### src/design/assert_macros.svh
// ----------------------------------------------------------------------------
// Assertion macros
// Shared concurrent assertion helpers, clocked on clk_i and disabled in reset.
// ----------------------------------------------------------------------------
`ifndef ASSERT_MACROS_SVH
`define ASSERT_MACROS_SVH
`ifndef SYNTHESIS
// A property that must hold at every rising edge outside reset.
`define LNSF_ASSERT(label, prop, msg) \
  label: assert property (@(posedge clk_i) disable iff (!rst_ni) (prop)) else $error(msg);
// A condition that must never be true outside reset.
`define LNSF_ASSERT_NEVER(label, cond, msg) \
  label: assert property (@(posedge clk_i) disable iff (!rst_ni) !(cond)) else $error(msg);
`else
`define LNSF_ASSERT(label, prop, msg)
`define LNSF_ASSERT_NEVER(label, cond, msg)
`endif
`endif

### src/design/lnsf_mul.sv
`timescale 1ns / 1ps
// ----------------------------------------------------------------------------
// LIF neuron fixed-point multiplier
// Registered s16.15 product: full product, floor shift by 15, saturate to 32.
// ----------------------------------------------------------------------------
module lnsf_mul (
  input  logic               clk_i,
  input  logic signed [31:0] a_i,
  input  logic signed [31:0] b_i,
  output logic signed [31:0] product_o
);

  logic signed [63:0] full;
  logic signed [48:0] shifted;
  logic signed [31:0] product_d;
  logic signed [31:0] product_q;

  always_comb begin
    full = 64'(a_i) * 64'(b_i);
    // Dropping the low bits of a two's complement value rounds toward minus infinity.
    shifted = full[63:15];
    if (shifted[48:31] == {18{shifted[31]}}) begin
      product_d = shifted[31:0];
    end else begin
      product_d = shifted[48] ? 32'sh8000_0000 : 32'sh7fff_ffff;
    end
  end

  always_ff @(posedge clk_i) begin
    product_q <= product_d;
  end

  assign product_o = product_q;

endmodule

### config.mk
export PLATFORM = sky130hd
export DESIGN_NAME = lnsf_mul
export DESIGN_NICKNAME = d
export VERILOG_FILES = /design/src/design/assert_macros.svh /design/src/design/lnsf_mul.sv
export SDC_FILE = /design/constraint.sdc
export NUM_CORES = 2
export LEC_CHECK = 0
export ABC_CLOCK_PERIOD_IN_PS = 24700
export BUFFER_PORTS_ARGS = -buffer_cell sky130_fd_sc_hd__buf_4
export CAP_MARGIN = 20
export CORE_MARGIN = 2
export CORE_UTILIZATION = 35
export CTS_BUF_LIST = sky130_fd_sc_hd__clkbuf_8 sky130_fd_sc_hd__clkbuf_16
export CTS_CLUSTER_SIZE = 12
export DETAILED_ROUTE_END_ITERATION = 16
export PLACE_DENSITY_LB_ADDON = 0.25
export SETUP_SLACK_MARGIN = 0.15
export SLEW_MARGIN = 0
export SYNTH_ARGS = -nofsm -noshare
export SYNTH_HDL_FRONTEND = slang
export SYNTH_SLANG_ARGS = --single-unit
### constraint.sdc
create_clock -name clk_i -period 24.7 [get_ports clk_i]
set_clock_uncertainty 0.15 [all_clocks]
set_input_delay 1.235 -clock clk_i [delete_from_list [all_inputs] [get_ports clk_i]]
set_output_delay 1.235 -clock clk_i [all_outputs]
set_load 0.005 [all_outputs]
==> impl_metrics.tcl <==
set metrics [dict create \
    netlist_top_cells_count "1081 x fa_1, 926 x inv_1, 552 x nand2_1, 507 x and2_1, 206 x clkbuf_1" \
    tns_ns 0 \
    synth.avg_cell_area_um2 9.35 \
    yosysTopAreaCell "fa_1" \
    synth_top_area_frac 0.583 \
    synth_cell_types 70 \
    die_h_um 330 \
    slowest_stage "fa_1" \
    nets 5182 \
    cp_common_cell "fa_1" \
    tightest_slew_ns 0.685 \
    viasPerCell 4.84 \
    post_cts_buffers 0 \
    setup_viol 0 \
    cap_viol_max_count 0 \
    clkTransAtPathRegs_ns 0.06 \
    top_level_ports 97 \
    grt_pass1_vias 28996 \
    worstSetupPathType "primary input to flop" \
    ant_nets 0 \
    place_inst 5240 \
    syn_inst 3973 \
    gp_congestion 0.883 \
    hold_viol 0 \
    dieArea_um2 109000 \
    worstPathRequired_ns 24.67 \
    syn_to_final_growth_pct 4.68 \
    crit_path_max_fanout 32 \
    ys_ff_latch 32 \
    slew_viol_final 0 \
    initial_core_util 0.353 \
    hold_path_depth 1 \
    worstHoldPathType "flop to output port" \
    grt_pass1_wl_mm 162 \
    min_to "product_o[14]" \
    fin_cells 5249 \
    overflow 0 \
    design.core.area_um2 105000 \
    drt_first_pass_iters 5 \
    fin_area_um2 38900 \
    worstHoldStart "product_o[14]$_DFF_P_" \
    cts.sinks 32 \
    cts_root_buf "clkbuf_16" \
    synth_edf_count 0 \
    end_kind "flop" \
    final_core_util 0.369 \
    rsz0062_at_grt "false" \
    finalCritPeriodShare 0.455 \
    syn_nets 5299 \
    cts-resized-gates 0 \
    synthTopCellsByArea "fa_1 58%, inv_1 9.4%, and2_1 8.5%, ha_1 6.1%, nand2_1 5.6%" \
    grt_max_degree 33 \
    max-slew-margin-rel 0.532 \
    ys_warn_count 0 \
    dpl_cell_area_um2 38700 \
    ys_async_sr_fraction 0 \
    grt_antenna_before_repair 6 \
    hpwlAfterDp_mm 83.7 \
    timing.fmax_ghz 0.0890 \
    netlist_area_um2 37100 \
    cpPeakStageDelay_ns 0.93 \
    period_minus_slack_ns 11.24 \
    drive_gt1_frac 0.0342 \
    core.rowCount 119 \
    worstPathArrival_ns 11.21 \
    vias 25408 \
    drc 0 \
    track_usage 0.190 \
    port_buffers 96 \
    ctsHtreeMaxLevel 2 \
    yosysSeqAreaShare 0.0173 \
    cts_tree "built" \
    critPathLaunchType "primary input" \
    cts_inserted_buffers 5 \
    cts.hold.buffers_added 0 \
    drt_iter0_drc 1083 \
    cts_buffer_depth 2 \
    largest_reg_flops 32 \
    outcome "finished clean" \
    ys.flop_type "dfxtp_1" \
    synth_most_common_cell "fa_1" \
    routedWlPerCell_um 18.7 \
    die_w_um 330 \
    wl_mm 98.0 \
]
-- placed cells by master (no fill, tap or decap), types with 6 or more instances in the layout --
master,count
and2_1,507
buf_4,100
nand4_1,23
inv_1,926
a21oi_1,73
fa_1,1081
o21ai_1,24
o21a_1,13
o21ai_0,50
or3_1,6
xor2_1,20
nand2b_1,10
xnor2_1,39
a21o_1,14
a31oi_1,9
ha_1,180
a211oi_1,7
dfxtp_1,32
nand2_1,552
o211ai_1,11
o21ai_2,10
nor3_1,13
nor2_1,62
nand3_1,13
-- worst max path at each step --
stage                     startpoint               endpoint  slack, ns  cells past startpoint
after floorplan               b_i[2]  product_o[11]$_DFF_P_      14.84                     28
after global placement       a_i[31]   product_o[0]$_DFF_P_      13.27                     27
after detailed placement      b_i[2]   product_o[0]$_DFF_P_      13.18                     28
after CTS                     b_i[2]   product_o[0]$_DFF_P_      13.43                     28
after global routing          b_i[3]   product_o[0]$_DFF_P_      12.75                     26
final                         b_i[2]   product_o[0]$_DFF_P_      13.46                     28
-- through the flow --
step	setup WS, ns	hold WS, ns
3_5_place_dp	13.18	1.49
2_1_floorplan	14.84	1.37
3_3_place_gp	13.27	1.48
6_report	13.46	1.77
4_1_cts	13.43	1.79
5_1_grt	12.75	1.80
-- kinds of logic after synthesis --
| family | count (synthesis) | synth area share |
|---|---|---|
| fa+ha+maj | 1261 | 0.644 |
| flops | 32 | 0.0173 |
| buf+inv | 1150 | 0.118 |
| mux | 1 | 0.000270 |
| simple gates | 1217 | 0.164 |
| xor+xnor | 59 | 0.0139 |
| compound gates | 253 | 0.0432 |
-- layer usage --
layer / vias up / GRT usage / routed length (µm)
li1: 11196 / - / -
met1: 13685 / 0.249 / 41800
met2: 411 / 0.345 / 51500
met3: 108 / 0.0141 / 2700
met4: 8 / 0.0333 / 1870
met5: - / 0 / 50
-- critical path: cells and delay by family --
kind	cells	cell delay, ns
AO/OA/AOI/OAI	12	3.29
buffers and inverters	6	1.27
AND/OR/NAND/NOR	1	0.15
adder cells (fa/ha/maj)	9	5.20
-- final cells by class --
type | count | area, µm²
repair buffers | 100 | 751
clock buffers | 5 | 125
flip-flops and latches | 32 | 641
diodes | 1 | 2.50
well taps | 1391 | 1740
clock inverters | 3 | 23.8
fillers | 10759 | 66400
inverters | 926 | 3480
multi-input cells | 2791 | 32100
Power is not shown: default switching activity piles up to over one toggle a cycle in this logic, so the estimate is an artifact.
