<file path="src/design/assert_macros.svh">
// ----------------------------------------------------------------------------
// Assertion macros
// Shared concurrent assertion helpers, clocked on clk_i and disabled in reset.
// ----------------------------------------------------------------------------
`ifndef ASSERT_MACROS_SVH
`define ASSERT_MACROS_SVH
`ifndef SYNTHESIS
// A property that must hold at every rising edge outside reset.
`define LNSF_ASSERT(label, prop, msg) \
  label: assert property (@(posedge clk_i) disable iff (!rst_ni) (prop)) else $error(msg);
// A condition that must never be true outside reset.
`define LNSF_ASSERT_NEVER(label, cond, msg) \
  label: assert property (@(posedge clk_i) disable iff (!rst_ni) !(cond)) else $error(msg);
`else
`define LNSF_ASSERT(label, prop, msg)
`define LNSF_ASSERT_NEVER(label, cond, msg)
`endif
`endif

</file>
<file path="src/design/lnsf_pkg.sv">
`timescale 1ns / 1ps
// ----------------------------------------------------------------------------
// LIF neuron package
// Types, register codes and saturating helpers shared by the neuron block.
// ----------------------------------------------------------------------------
package lnsf_pkg;

  // Number of synaptic current fields that are summed per kind.
  localparam int unsigned FIELDS_PER_KIND = 2;
  localparam int unsigned EXC_INPUTS      = 2;
  localparam int unsigned INH_INPUTS      = 2;

  typedef enum logic [2:0] {
    REG_REST_VOLTAGE   = 3'd0,
    REG_RESET_VOLTAGE  = 3'd1,
    REG_OFFSET_CURRENT = 3'd2,
    REG_MEMBRANE_RES   = 3'd3,
    REG_DECAY_FACTOR   = 3'd4,
    REG_REFRACT_STEPS  = 3'd5,
    REG_SLOPE_GAIN     = 3'd6,
    REG_SLOPE_GAIN_CMP = 3'd7
  } reg_idx_e;

  typedef enum logic {
    OP_UPDATE = 1'b0,
    OP_SPIKED = 1'b1
  } op_e;

  typedef struct packed {
    logic signed [31:0] rest_voltage;
    logic signed [31:0] reset_voltage;
    logic signed [31:0] offset_current;
    logic signed [31:0] membrane_resistance;
    logic signed [31:0] decay_factor;
    logic        [15:0] refractory_steps;
    logic signed [31:0] slope_gain;
    logic signed [31:0] slope_gain_complement;
  } cfg_t;

  // One entry of the neuron table.
  typedef struct packed {
    logic signed [31:0] voltage;
    logic signed [31:0] prev_voltage;
    logic signed [31:0] slope;
    logic signed [31:0] filtered;
    logic        [15:0] refractory;
  } neuron_t;

  typedef enum logic [3:0] {
    ST_CLEAR,
    ST_IDLE,
    ST_START,
    ST_ALPHA,
    ST_DIFF,
    ST_DECAY,
    ST_VOLT,
    ST_SLOPE,
    ST_FMUL,
    ST_FILT,
    ST_FINISH
  } state_e;

  function automatic logic signed [31:0] sat33(input logic signed [32:0] v);
    logic signed [31:0] r;
    if (v[32] != v[31]) begin
      r = v[32] ? 32'sh8000_0000 : 32'sh7fff_ffff;
    end else begin
      r = v[31:0];
    end
    return r;
  endfunction

  function automatic logic signed [31:0] add_sat(input logic signed [31:0] a,
                                                 input logic signed [31:0] b);
    logic signed [32:0] s;
    s = {a[31], a} + {b[31], b};
    return sat33(s);
  endfunction

  function automatic logic signed [31:0] sub_sat(input logic signed [31:0] a,
                                                 input logic signed [31:0] b);
    logic signed [32:0] s;
    s = {a[31], a} - {b[31], b};
    return sat33(s);
  endfunction

endpackage

</file>
<file path="src/design/lnsf_cfg_regs.sv">
`timescale 1ns / 1ps
// ----------------------------------------------------------------------------
// LIF neuron configuration registers
// Holds the shared neuron parameters, written through a plain write port.
// ----------------------------------------------------------------------------
module lnsf_cfg_regs (
  input  logic                clk_i,
  input  logic                rst_ni,
  input  logic                we_i,
  input  logic [2:0]          index_i,
  input  logic [31:0]         data_i,
  output lnsf_pkg::cfg_t      cfg_o
);

  lnsf_pkg::cfg_t cfg_q;

  always_ff @(posedge clk_i or negedge rst_ni) begin
    if (!rst_ni) begin
      cfg_q <= '0;
    end else if (we_i) begin
      unique case (lnsf_pkg::reg_idx_e'(index_i))
        lnsf_pkg::REG_REST_VOLTAGE:   cfg_q.rest_voltage          <= data_i;
        lnsf_pkg::REG_RESET_VOLTAGE:  cfg_q.reset_voltage         <= data_i;
        lnsf_pkg::REG_OFFSET_CURRENT: cfg_q.offset_current        <= data_i;
        lnsf_pkg::REG_MEMBRANE_RES:   cfg_q.membrane_resistance   <= data_i;
        lnsf_pkg::REG_DECAY_FACTOR:   cfg_q.decay_factor          <= data_i;
        lnsf_pkg::REG_REFRACT_STEPS:  cfg_q.refractory_steps      <= data_i[15:0];
        lnsf_pkg::REG_SLOPE_GAIN:     cfg_q.slope_gain            <= data_i;
        lnsf_pkg::REG_SLOPE_GAIN_CMP: cfg_q.slope_gain_complement <= data_i;
        default: ;
      endcase
    end
  end

  assign cfg_o = cfg_q;

endmodule

</file>
<file path="config.mk">
export PLATFORM = sky130hd
export DESIGN_NAME = lnsf_cfg_regs
export DESIGN_NICKNAME = d
export VERILOG_FILES = /design/src/design/assert_macros.svh /design/src/design/lnsf_pkg.sv /design/src/design/lnsf_cfg_regs.sv
export SDC_FILE = /design/constraint.sdc
export NUM_CORES = 1
export LEC_CHECK = 0
export ABC_CLOCK_PERIOD_IN_PS = 1100
export BUFFER_PORTS_ARGS = -buffer_cell sky130_fd_sc_hd__buf_2
export CAP_MARGIN = 20
export CORE_MARGIN = 2
export CORE_UTILIZATION = 50
export CTS_CLUSTER_SIZE = 8
export DETAILED_ROUTE_END_ITERATION = 10
export GPL_TIMING_DRIVEN = 0
export PLACE_DENSITY = 0.76
export REMOVE_ABC_BUFFERS = 1
export SYNTH_ARGS = -nofsm -noshare
export SYNTH_HDL_FRONTEND = slang
export SYNTH_SLANG_ARGS = --single-unit
</file>
<file path="constraint.sdc">
create_clock -name clk_i -period 1.1 [get_ports clk_i]
set_input_delay 0.11 -clock clk_i [delete_from_list [all_inputs] [get_ports clk_i]]
set_output_delay 0.11 -clock clk_i [all_outputs]
set_load 0.005 [all_outputs]
</file>
==> flow_summary.ini, run 1 <==
[placement]
dp_slack_ns = -1.01
placed_cells_incl_taps = 1015
dp.final_hpwl_um = 15700
routabilityCongestion = 0.751
port_buffers = 277

[global_routing]
antenna_found_initial = 0
grt_pass1_vias = 6729
overflow = 0
grt_max_degree = 138
grt_pass1_wl_um = 37500
grt_usage_pct = 24.9

[pwr]
total_leakage_power_nw = 6.32
power.density_nw_per_um2 = 2110
vdd.ir_drop.worst_mv = 1.44

[route]
drt_iter0_markers = 213
routed_wl_um = 23900
drc_errors = 0
drt-pass1-iter-count = 4
wl_per_cell_um = 20.3
drtAntennaViolNets = 0
viasPerCell = 5.14
num_vias = 6054

[synth]
syn-instance-count = 517
syn_area_um2 = 9040
synth_seq_cells = 240
synth_cell_type_count = 11
synth-warning-count = 0
ys_seq_area_share_pct = 66.4
syn_avg_cell_area_um2 = 17.5

[cells_and_area]
fin_cells = 1178
multi_input_area_um2 = 2850
drive_above_1_share_pct = 67.8
antenna_cells = 0
largest_register_ffs = 240
fill_cells = 1136
final_util_pct = 72.0
nNetsFinal = 987
seqCellArea_um2 = 6010
syn_to_final_growth_pct = 42.1
final_common_cell = buf_2
final_cell_mix = 270 x buf_2, 240 x dfrtp_1, 209 x mux2_2, 95 x buf_4, 37 x clkbuf_16

[sta]
fmax_mhz = 887
worstMarginPinSlew_ns = 0.794
period_needed_ns = 1.13
setup_viol = 67
fin_worst_skew_ns = 0
rsz0062_at_grt = yes
finalCritPeriodShare_pct = 103
drv_slew = 0
hold_violations = 103
fin_ws_ns = -0.0279
slew_headroom_pct = 47.1
fin_hold_ws_ns = -0.351

[cts]
clockBufferDepth = 3
cts_max_level = 2
cts_made_buffers = 35
ctsHoldBuffers = 32
cts_root_buf = clkbuf_16
tritoncts = yes
clk_latency_ns = 0.48
clk_pin_slew_ns = 0.05
clock_sinks = 240

[setup_path]
slowest_delay_ns = 0.40
worstPathArrival_ns = 1.02
cp_top_family = flip-flops
crit_start = cfg_o[48]$_DFFE_PN0P_
r2r_start = cfg_o[74]$_DFFE_PN0P_
crit_slowest_cell = dfrtp_1
cp.buffers_inverters = 1
criticalPathCategory = flop to output pin
cp_max_fo = 2
r2r-end = cfg_o[74]$_DFFE_PN0P_
crit_chain = buf_2
cp-endpoint = cfg_o[48]
required_ns = 0.99
critical_path_depth = 1
rrSetupSlack_ns = 0.06
reg2regPathDepth = 3
cp-end-kind = output pin
critPathLaunchType = flop

[outcome]
status = finished, violations left
violations = hold timing, setup timing

[die]
std_cell_rows = 49
die_h_um = 138
num_io_pins = 278
core-area_um2 = 17800
fp.dieW_um = 138
start_util_pct = 50.7
dieArea_um2 = 19200

[worst_hold_path]
hold_path_class = input port to asynchronous set/reset pin

[flow_run]
cap_violations = 0
## Yosys cell counts
cell / n / share of area [%]
nor4b_4: 1 / 0.26
nand4b_1: 2 / 0.19
nor4bb_1: 3 / 0.33
mux2_1: 31 / 3.9
buf_2: 15 / 0.83
mux2_2: 209 / 26
nand4_1: 1 / 0.069
dfrtp_1: 240 / 66
nand4b_4: 1 / 0.26
buf_4: 1 / 0.083
buf_6: 13 / 1.6
## worst min path at each step
stage	startpoint	endpoint	slack [ns]	depth (start not counted)
after floorplan	rst_ni	cfg_o[0]$_DFFE_PN0P_	-0.19	0
after global placement	data_i[17]	cfg_o[97]$_DFFE_PN0P_	0.40	2
after detailed placement	rst_ni	cfg_o[57]$_DFFE_PN0P_	0.19	1
after CTS	rst_ni	cfg_o[137]$_DFFE_PN0P_	-0.31	1
after global routing	rst_ni	cfg_o[137]$_DFFE_PN0P_	-0.28	1
final	rst_ni	cfg_o[137]$_DFFE_PN0P_	-0.35	1
## report_power, final
group / internal (W) / leakage, nW / switching [W]
clock network: 0.00584 / 0.456 / 0.00341
registers: 0.0108 / 2.88 / 0.00101
logic: 0.00362 / 2.98 / 0.00236
total: 0.0203 / 6.32 / 0.00678
## cells by family after synthesis
family	count (synthesis)	share of synthesized area (%)
buf+inv	29	2.53
flops	240	66.4
mux	240	29.9
simple gates	8	1.12
## per-layer routing
| metal | part of all wire [%] | track usage (%) | vias to the layer above |
|---|---|---|---|
| li1 | - | - | 2681 |
| met1 | 39 | 30.3 | 3132 |
| met2 | 52 | 43.2 | 210 |
| met3 | 6.6 | 7.62 | 31 |
| met4 | 1.7 | 6.87 | 0 |
| met5 | 0 | 0 | - |
## final cells by class
class                           instances  share of cell area (%)
Clock buffer                           37                    7.21
Multi-Input combinational cell        248                    22.2
Sequential cell                       240                    46.8
Tap cell                              229                    2.23
Timing Repair Buffer                  424                    21.6
## metrics by stage
stage / TNS (ns) / instance area (um^2) / hold WS [ns] / power [W]
finish: -0.595 / 12800 / -0.351 / 0.0270
CTS: -2.69 / 12600 / -0.315 / 0.0269
detailed placement: -196.92 / 10900 / 0.186 / 0.0168
global route: -8.07 / 12800 / -0.282 / 0.0283
floorplan: -355.46 / 8810 / -0.186 / 0.0138
global placement: -1791.69 / 10500 / 0.400 / 0.0165
## what timing repair did
item / in CTS / in global routing
setup buffers: 64 / 30
resized for setup: 4 / 3
endpoints found under the hold margin: 343 / 103
pin swaps: 6 / 3
endpoints found under the setup margin: 410 / 262
cloned: 0 / 0
Power figures use the tool's default switching activity.
==> run 2: changes to the inputs <==
--- a/config.mk
+++ b/config.mk
@@ -5,15 +5,17 @@
 export SDC_FILE = /design/constraint.sdc
 export NUM_CORES = 1
 export LEC_CHECK = 0
-export ABC_CLOCK_PERIOD_IN_PS = 1100
+export ABC_CLOCK_PERIOD_IN_PS = 1300
 export BUFFER_PORTS_ARGS = -buffer_cell sky130_fd_sc_hd__buf_2
 export CAP_MARGIN = 20
+export CELL_PAD_IN_SITES_DETAIL_PLACEMENT = 0
+export CELL_PAD_IN_SITES_GLOBAL_PLACEMENT = 1
 export CORE_MARGIN = 2
-export CORE_UTILIZATION = 50
+export CORE_UTILIZATION = 45
 export CTS_CLUSTER_SIZE = 8
 export DETAILED_ROUTE_END_ITERATION = 10
 export GPL_TIMING_DRIVEN = 0
-export PLACE_DENSITY = 0.76
+export PLACE_DENSITY = 0.83
 export REMOVE_ABC_BUFFERS = 1
 export SYNTH_ARGS = -nofsm -noshare
 export SYNTH_HDL_FRONTEND = slang
==> constraint.sdc (replaced) <==
create_clock -name clk_i -period 1.3 [get_ports clk_i]
set_input_delay 0.13 -clock clk_i [delete_from_list [all_inputs] [get_ports clk_i]]
set_output_delay 0.13 -clock clk_i [all_outputs]
set_load 0.005 [all_outputs]
==> flow_summary.ini, run 2 (synthesized netlist as in run 1, its figures left out) <==
[route]
drt_iter0_markers = 132
drc_errors = 0
drtAntennaViolNets = 0
routed_wl_um = 23000
num_vias = 5774
drt-pass1-iter-count = 4
viasPerCell = 5.06
wl_per_cell_um = 20.2

[sta]
fin_hold_ws_ns = -0.459
slew_headroom_pct = 66.2
fin_worst_skew_ns = 0
drv_slew = 0
worstMarginPinSlew_ns = 0.508
fmax_mhz = 865
setup_viol = 0
hold_violations = 139
period_needed_ns = 1.16
rsz0062_at_grt = no
finalCritPeriodShare_pct = 88.9

[pwr]
power.density_nw_per_um2 = 1800
vdd.ir_drop.worst_mv = 1.01
total_leakage_power_nw = 5.93

[cells_and_area]
drive_above_1_share_pct = 65.0
multi_input_area_um2 = 2850
fill_cells = 1489
final_cell_mix = 276 x buf_2, 240 x dfrtp_1, 209 x mux2_2, 37 x clkbuf_16, 32 x dlygate4sd3_1
syn_to_final_growth_pct = 35.8
seqCellArea_um2 = 6010
largest_register_ffs = 240
nNetsFinal = 913
final_util_pct = 62.6
final_common_cell = buf_2
antenna_cells = 0
fin_cells = 1140

[setup_path]
cp-end-kind = flop
critPathLaunchType = input port
criticalPathCategory = input port to flop
worstPathArrival_ns = 1.52
r2r_start = cfg_o[76]$_DFFE_PN0P_
rrSetupSlack_ns = 0.50
r2r-end = cfg_o[76]$_DFFE_PN0P_
cp_max_fo = 11
reg2regPathDepth = 1
required_ns = 1.66

[cts]
cts_root_buf = clkbuf_16
ctsHoldBuffers = 32
tritoncts = yes
clockBufferDepth = 3
clk_pin_slew_ns = 0.05
cts_made_buffers = 35
clk_latency_ns = 0.48
cts_max_level = 2
clock_sinks = 240

[die]
fp.dieW_um = 146
dieArea_um2 = 21200
start_util_pct = 46.1
std_cell_rows = 51
core-area_um2 = 19600
die_h_um = 146
num_io_pins = 278

[placement]
placed_cells_incl_taps = 1049
port_buffers = 277
routabilityCongestion = 0.733
dp.final_hpwl_um = 15600

[global_routing]
overflow = 0
grt_max_degree = 102
antenna_found_initial = 0
grt_pass1_wl_um = 36300
grt_pass1_vias = 6299
grt_usage_pct = 21.9

[worst_hold_path]
hold_path_class = input port to asynchronous set/reset pin

[outcome]
status = finished, violations left
violations = hold timing

[flow_run]
cap_violations = 0
==> run 2: cell types whose count changed in the layout (fill, tap and decap cells not counted) <==
cell and delta:
buf_4 -73, buf_2 +6, buf_8 -4, buf_6 -2, buf_12 -1
==> run 2: critical path: stages <==
cell and delay, ns:
buf_2 0.25, nor4bb_4 0.33, buf_6 0.24, buf_6 0.21
mux2_2 0.35
==> run 2: where the power goes <==
group          total (W)  leakage, nW  internal [W]  switching [W]
logic            0.00422         2.59       0.00244        0.00178
registers        0.00999         2.88       0.00914       0.000852
clock network    0.00785        0.456       0.00494        0.00290
==> run 2: what timing repair did <==
action                                 4_1_cts  5_1_grt
endpoints found under the hold margin      302       47
setup endpoints to repair                  132        0
resized for setup                            0        0
setup buffers                               22        0
==> run 2: final cells by class <==
cell class	count	area share (%)
clock buffer	37	7.55
multi-input combinational	248	23.2
sequential	240	48.9
tap	265	2.70
timing repair buffer	350	17.6
==> run 2: worst max path at each step <==
stage | start | to | slack, ns | cells past startpoint
after global routing | cfg_o[71]$_DFFE_PN0P_ | cfg_o[71] | 0.10 | 1
after floorplan | index_i[1] | cfg_o[102]$_DFFE_PN0P_ | -2.66 | 2
after detailed placement | index_i[0] | cfg_o[164]$_DFFE_PN0P_ | -0.78 | 4
after CTS | cfg_o[71]$_DFFE_PN0P_ | cfg_o[71] | 0.13 | 1
final | index_i[2] | cfg_o[107]$_DFFE_PN0P_ | 0.14 | 5
after global placement | we_i | cfg_o[105]$_DFFE_PN0P_ | -6.23 | 3
==> run 2: per-stage QoR <==
stage               power (W)  setup slack [ns]  hold WS, ns  area (um^2)   TNS, ns
floorplan              0.0116             -2.66       -0.166         8810   -315.14
global placement       0.0139             -6.23        0.423        10500  -1693.76
detailed placement     0.0143            -0.778       0.0480        10900   -114.61
CTS                    0.0223             0.128       -0.462        12300         0
global route           0.0231             0.104       -0.450        12300         0
finish                 0.0221             0.144       -0.459        12300         0
==> run 2: routing by layer <==
layer | wire length, um | vias to the layer above | GRT usage (%) | part of all wire [%]
li1 | - | 2544 | - | -
met2 | 11500 | 222 | 36.9 | 50
met1 | 9310 | 2964 | 27.8 | 40
met3 | 1600 | 44 | 5.86 | 7.0
met4 | 558 | 0 | 6.62 | 2.4
met5 | 0 | - | 0 | 0
==> run 3: changes to the inputs <==
--- a/config.mk
+++ b/config.mk
@@ -5,13 +5,14 @@
 export SDC_FILE = /design/constraint.sdc
 export NUM_CORES = 1
 export LEC_CHECK = 0
+export ABC_AREA = 1
 export ABC_CLOCK_PERIOD_IN_PS = 1300
 export BUFFER_PORTS_ARGS = -buffer_cell sky130_fd_sc_hd__buf_2
 export CAP_MARGIN = 20
 export CELL_PAD_IN_SITES_DETAIL_PLACEMENT = 0
 export CELL_PAD_IN_SITES_GLOBAL_PLACEMENT = 1
 export CORE_MARGIN = 2
-export CORE_UTILIZATION = 45
+export CORE_UTILIZATION = 41
 export CTS_CLUSTER_SIZE = 8
 export DETAILED_ROUTE_END_ITERATION = 10
 export GPL_TIMING_DRIVEN = 0
==> flow_summary.ini, run 3 <==
[outcome]
status = finished, violations left
violations = hold timing

[sta]
finalCritPeriodShare_pct = 89.6
fin_hold_ws_ns = -0.121
fmax_mhz = 858
worstMarginPinSlew_ns = 0.936
slew_headroom_pct = 37.5
drv_slew = 0
fin_worst_skew_ns = 0
rsz0062_at_grt = no
hold_violations = 105
period_needed_ns = 1.16
fin_ws_ns = 0.135
fin_setup_tns_ns = 0
setup_viol = 0

[synth]
syn-instance-count = 1061
yosys-top-cells-area = dfrtp_1 65%, nand2_1 24%, nand3_1 6.9%
synth_top_area_share_pct = 64.5
ys_seq_area_share_pct = 64.5
async_flop_share_pct = 100
syn_avg_cell_area_um2 = 8.77
synth.most_common_cell = nand2_1
synth_top_area_cell = dfrtp_1
synth_cell_type_count = 10
yosys-top-cells-count = 605 x nand2_1, 240 x dfrtp_1, 128 x nand3_1
synth-warning-count = 0
syn_area_um2 = 9310
ys_dominant_reg_cell = dfrtp_1
synth_seq_cells = 240
synth_edf_count = 0

[global_routing]
grt_max_degree = 113
grt_usage_pct = 26.1
grt_pass1_vias = 8150
overflow = 0
antenna_found_initial = 2
grt_pass1_wl_um = 48200

[placement]
dp_slack_ns = -1.45
dp.final_hpwl_um = 18500
port_buffers = 277
routabilityCongestion = 0.764
placed_cells_incl_taps = 1562

[cells_and_area]
final_cell_mix = 596 x nand2_1, 276 x buf_2, 240 x dfrtp_1, 128 x nand3_1, 37 x clkbuf_16
fill_cells = 2045
drive_above_1_share_pct = 26.2
final_util_pct = 56.1
final_common_cell = nand2_1
syn_to_final_growth_pct = 35.2
fin_cells = 1644
largest_register_ffs = 240
nNetsFinal = 1396

[die]
start_util_pct = 41.5
num_io_pins = 278
dieArea_um2 = 23900
fp.dieW_um = 155
die_h_um = 155
std_cell_rows = 55
core-area_um2 = 22400

[pwr]
switching_share_pct = 27.6
p_switching_w = 0.00594
power.density_nw_per_um2 = 1710
total_leakage_power_nw = 7.20
p_int_w = 0.0156
comb_power_share_pct = 18.1
vdd.ir_drop.worst_mv = 0.876
clockPowerShare_pct = 37.1
seq_power_share_pct = 44.8

[cts]
ctsHoldBuffers = 37
tritoncts = yes
cts_root_buf = clkbuf_16
clk_latency_ns = 0.48
cts_max_level = 2
clk_pin_slew_ns = 0.05
clockBufferDepth = 3
clock_sinks = 240
cts_made_buffers = 35

[setup_path]
criticalPathCategory = input port to flop
cp-end-kind = flop
worstPathArrival_ns = 1.53
cp_max_fo = 32
critPathLaunchType = input port
required_ns = 1.67
crit_start = index_i[1]
r2r_start = cfg_o[140]$_DFFE_PN0P_

[route]
num_vias = 8182
drtAntennaViolNets = 0
routed_wl_um = 31100
drt_iter0_markers = 521
drt-pass1-iter-count = 5
drc_errors = 0
viasPerCell = 4.98
wl_per_cell_um = 18.9

[worst_hold_path]
hold_path_class = input port to asynchronous set/reset pin

[flow_run]
cap_violations = 0
[run 3: cell type report]
type	count	area (um^2)	share of cell area, %
sequential	240	6010	47.7
multi-input combinational	743	3090	24.5
timing repair buffer	332	2180	17.3
clock buffer	37	926	7.36
tap	285	357	2.83
inverter	6	27.5	0.219
antenna	1	2.50	0.0199
[run 3: path summary, 6_finish.rpt]
path	cells after the start	slack, ns	to
max reg2reg	2	0.64	cfg_o[140]$_DFFE_PN0P_
max in group asynchronous	5	0.44	cfg_o[185]$_DFFE_PN0P_
min	4	-0.12	cfg_o[174]$_DFFE_PN0P_
min in group clk_i	5	0.15	cfg_o[210]$_DFFE_PN0P_
min reg2reg	2	0.46	cfg_o[17]$_DFFE_PN0P_
max	6	0.14	cfg_o[231]$_DFFE_PN0P_
[run 3: kinds of logic (layout without fill, tap and decap cells)]
family | after synthesis | in the layout | synth area share (%)
other | 0 | 1 | 0
buffers and inverters | 80 | 375 | 3.82
and+or+nand+nor | 741 | 743 | 31.7
DFF | 240 | 240 | 64.5
[run 3: through the flow]
step | power (W) | cell area, um^2
finish | 0.0215 | 12600
global route | 0.0226 | 12600
CTS | 0.0217 | 12600
detailed placement | 0.0135 | 11100
global placement | 0.0133 | 10700
floorplan | 0.0110 | 8980
[run 3: layer usage]
metal | vias to the layer above | global-route usage (%) | part of all wire, %
met5 | - | 0 | 0.045
met4 | 2 | 9.17 | 3.1
met3 | 70 | 6.14 | 7.1
met2 | 333 | 41.6 | 46
met1 | 3902 | 35.2 | 43
li1 | 3875 | - | -
[run 3: power by group through the flow]
| stage | clock network, W | logic [W] | registers, W |
|---|---|---|---|
| 3_5_place_dp | 0 | 0.00380 | 0.00970 |
| 5_1_grt | 0.00839 | 0.00437 | 0.00980 |
| 2_1_floorplan | 0 | 0.00122 | 0.00983 |
| 3_3_place_gp | 0 | 0.00361 | 0.00967 |
| 4_1_cts | 0.00812 | 0.00394 | 0.00962 |
| 6_report | 0.00797 | 0.00390 | 0.00963 |
[run 3: timing repair]
action	CTS	global route
gates resized for setup	11	3
pin swaps	3	1
setup buffers	5	0
gates cloned	1	1
endpoints found under the setup margin	240	80
hold endpoints to repair	368	105
[run 3: worst max-delay path: stages]
cell and delay, ns:
buf_2 0.17, nor2_4 0.36, buf_12 0.28, nand2_4 0.34, nand2_1 0.17, nand2_1 0.06
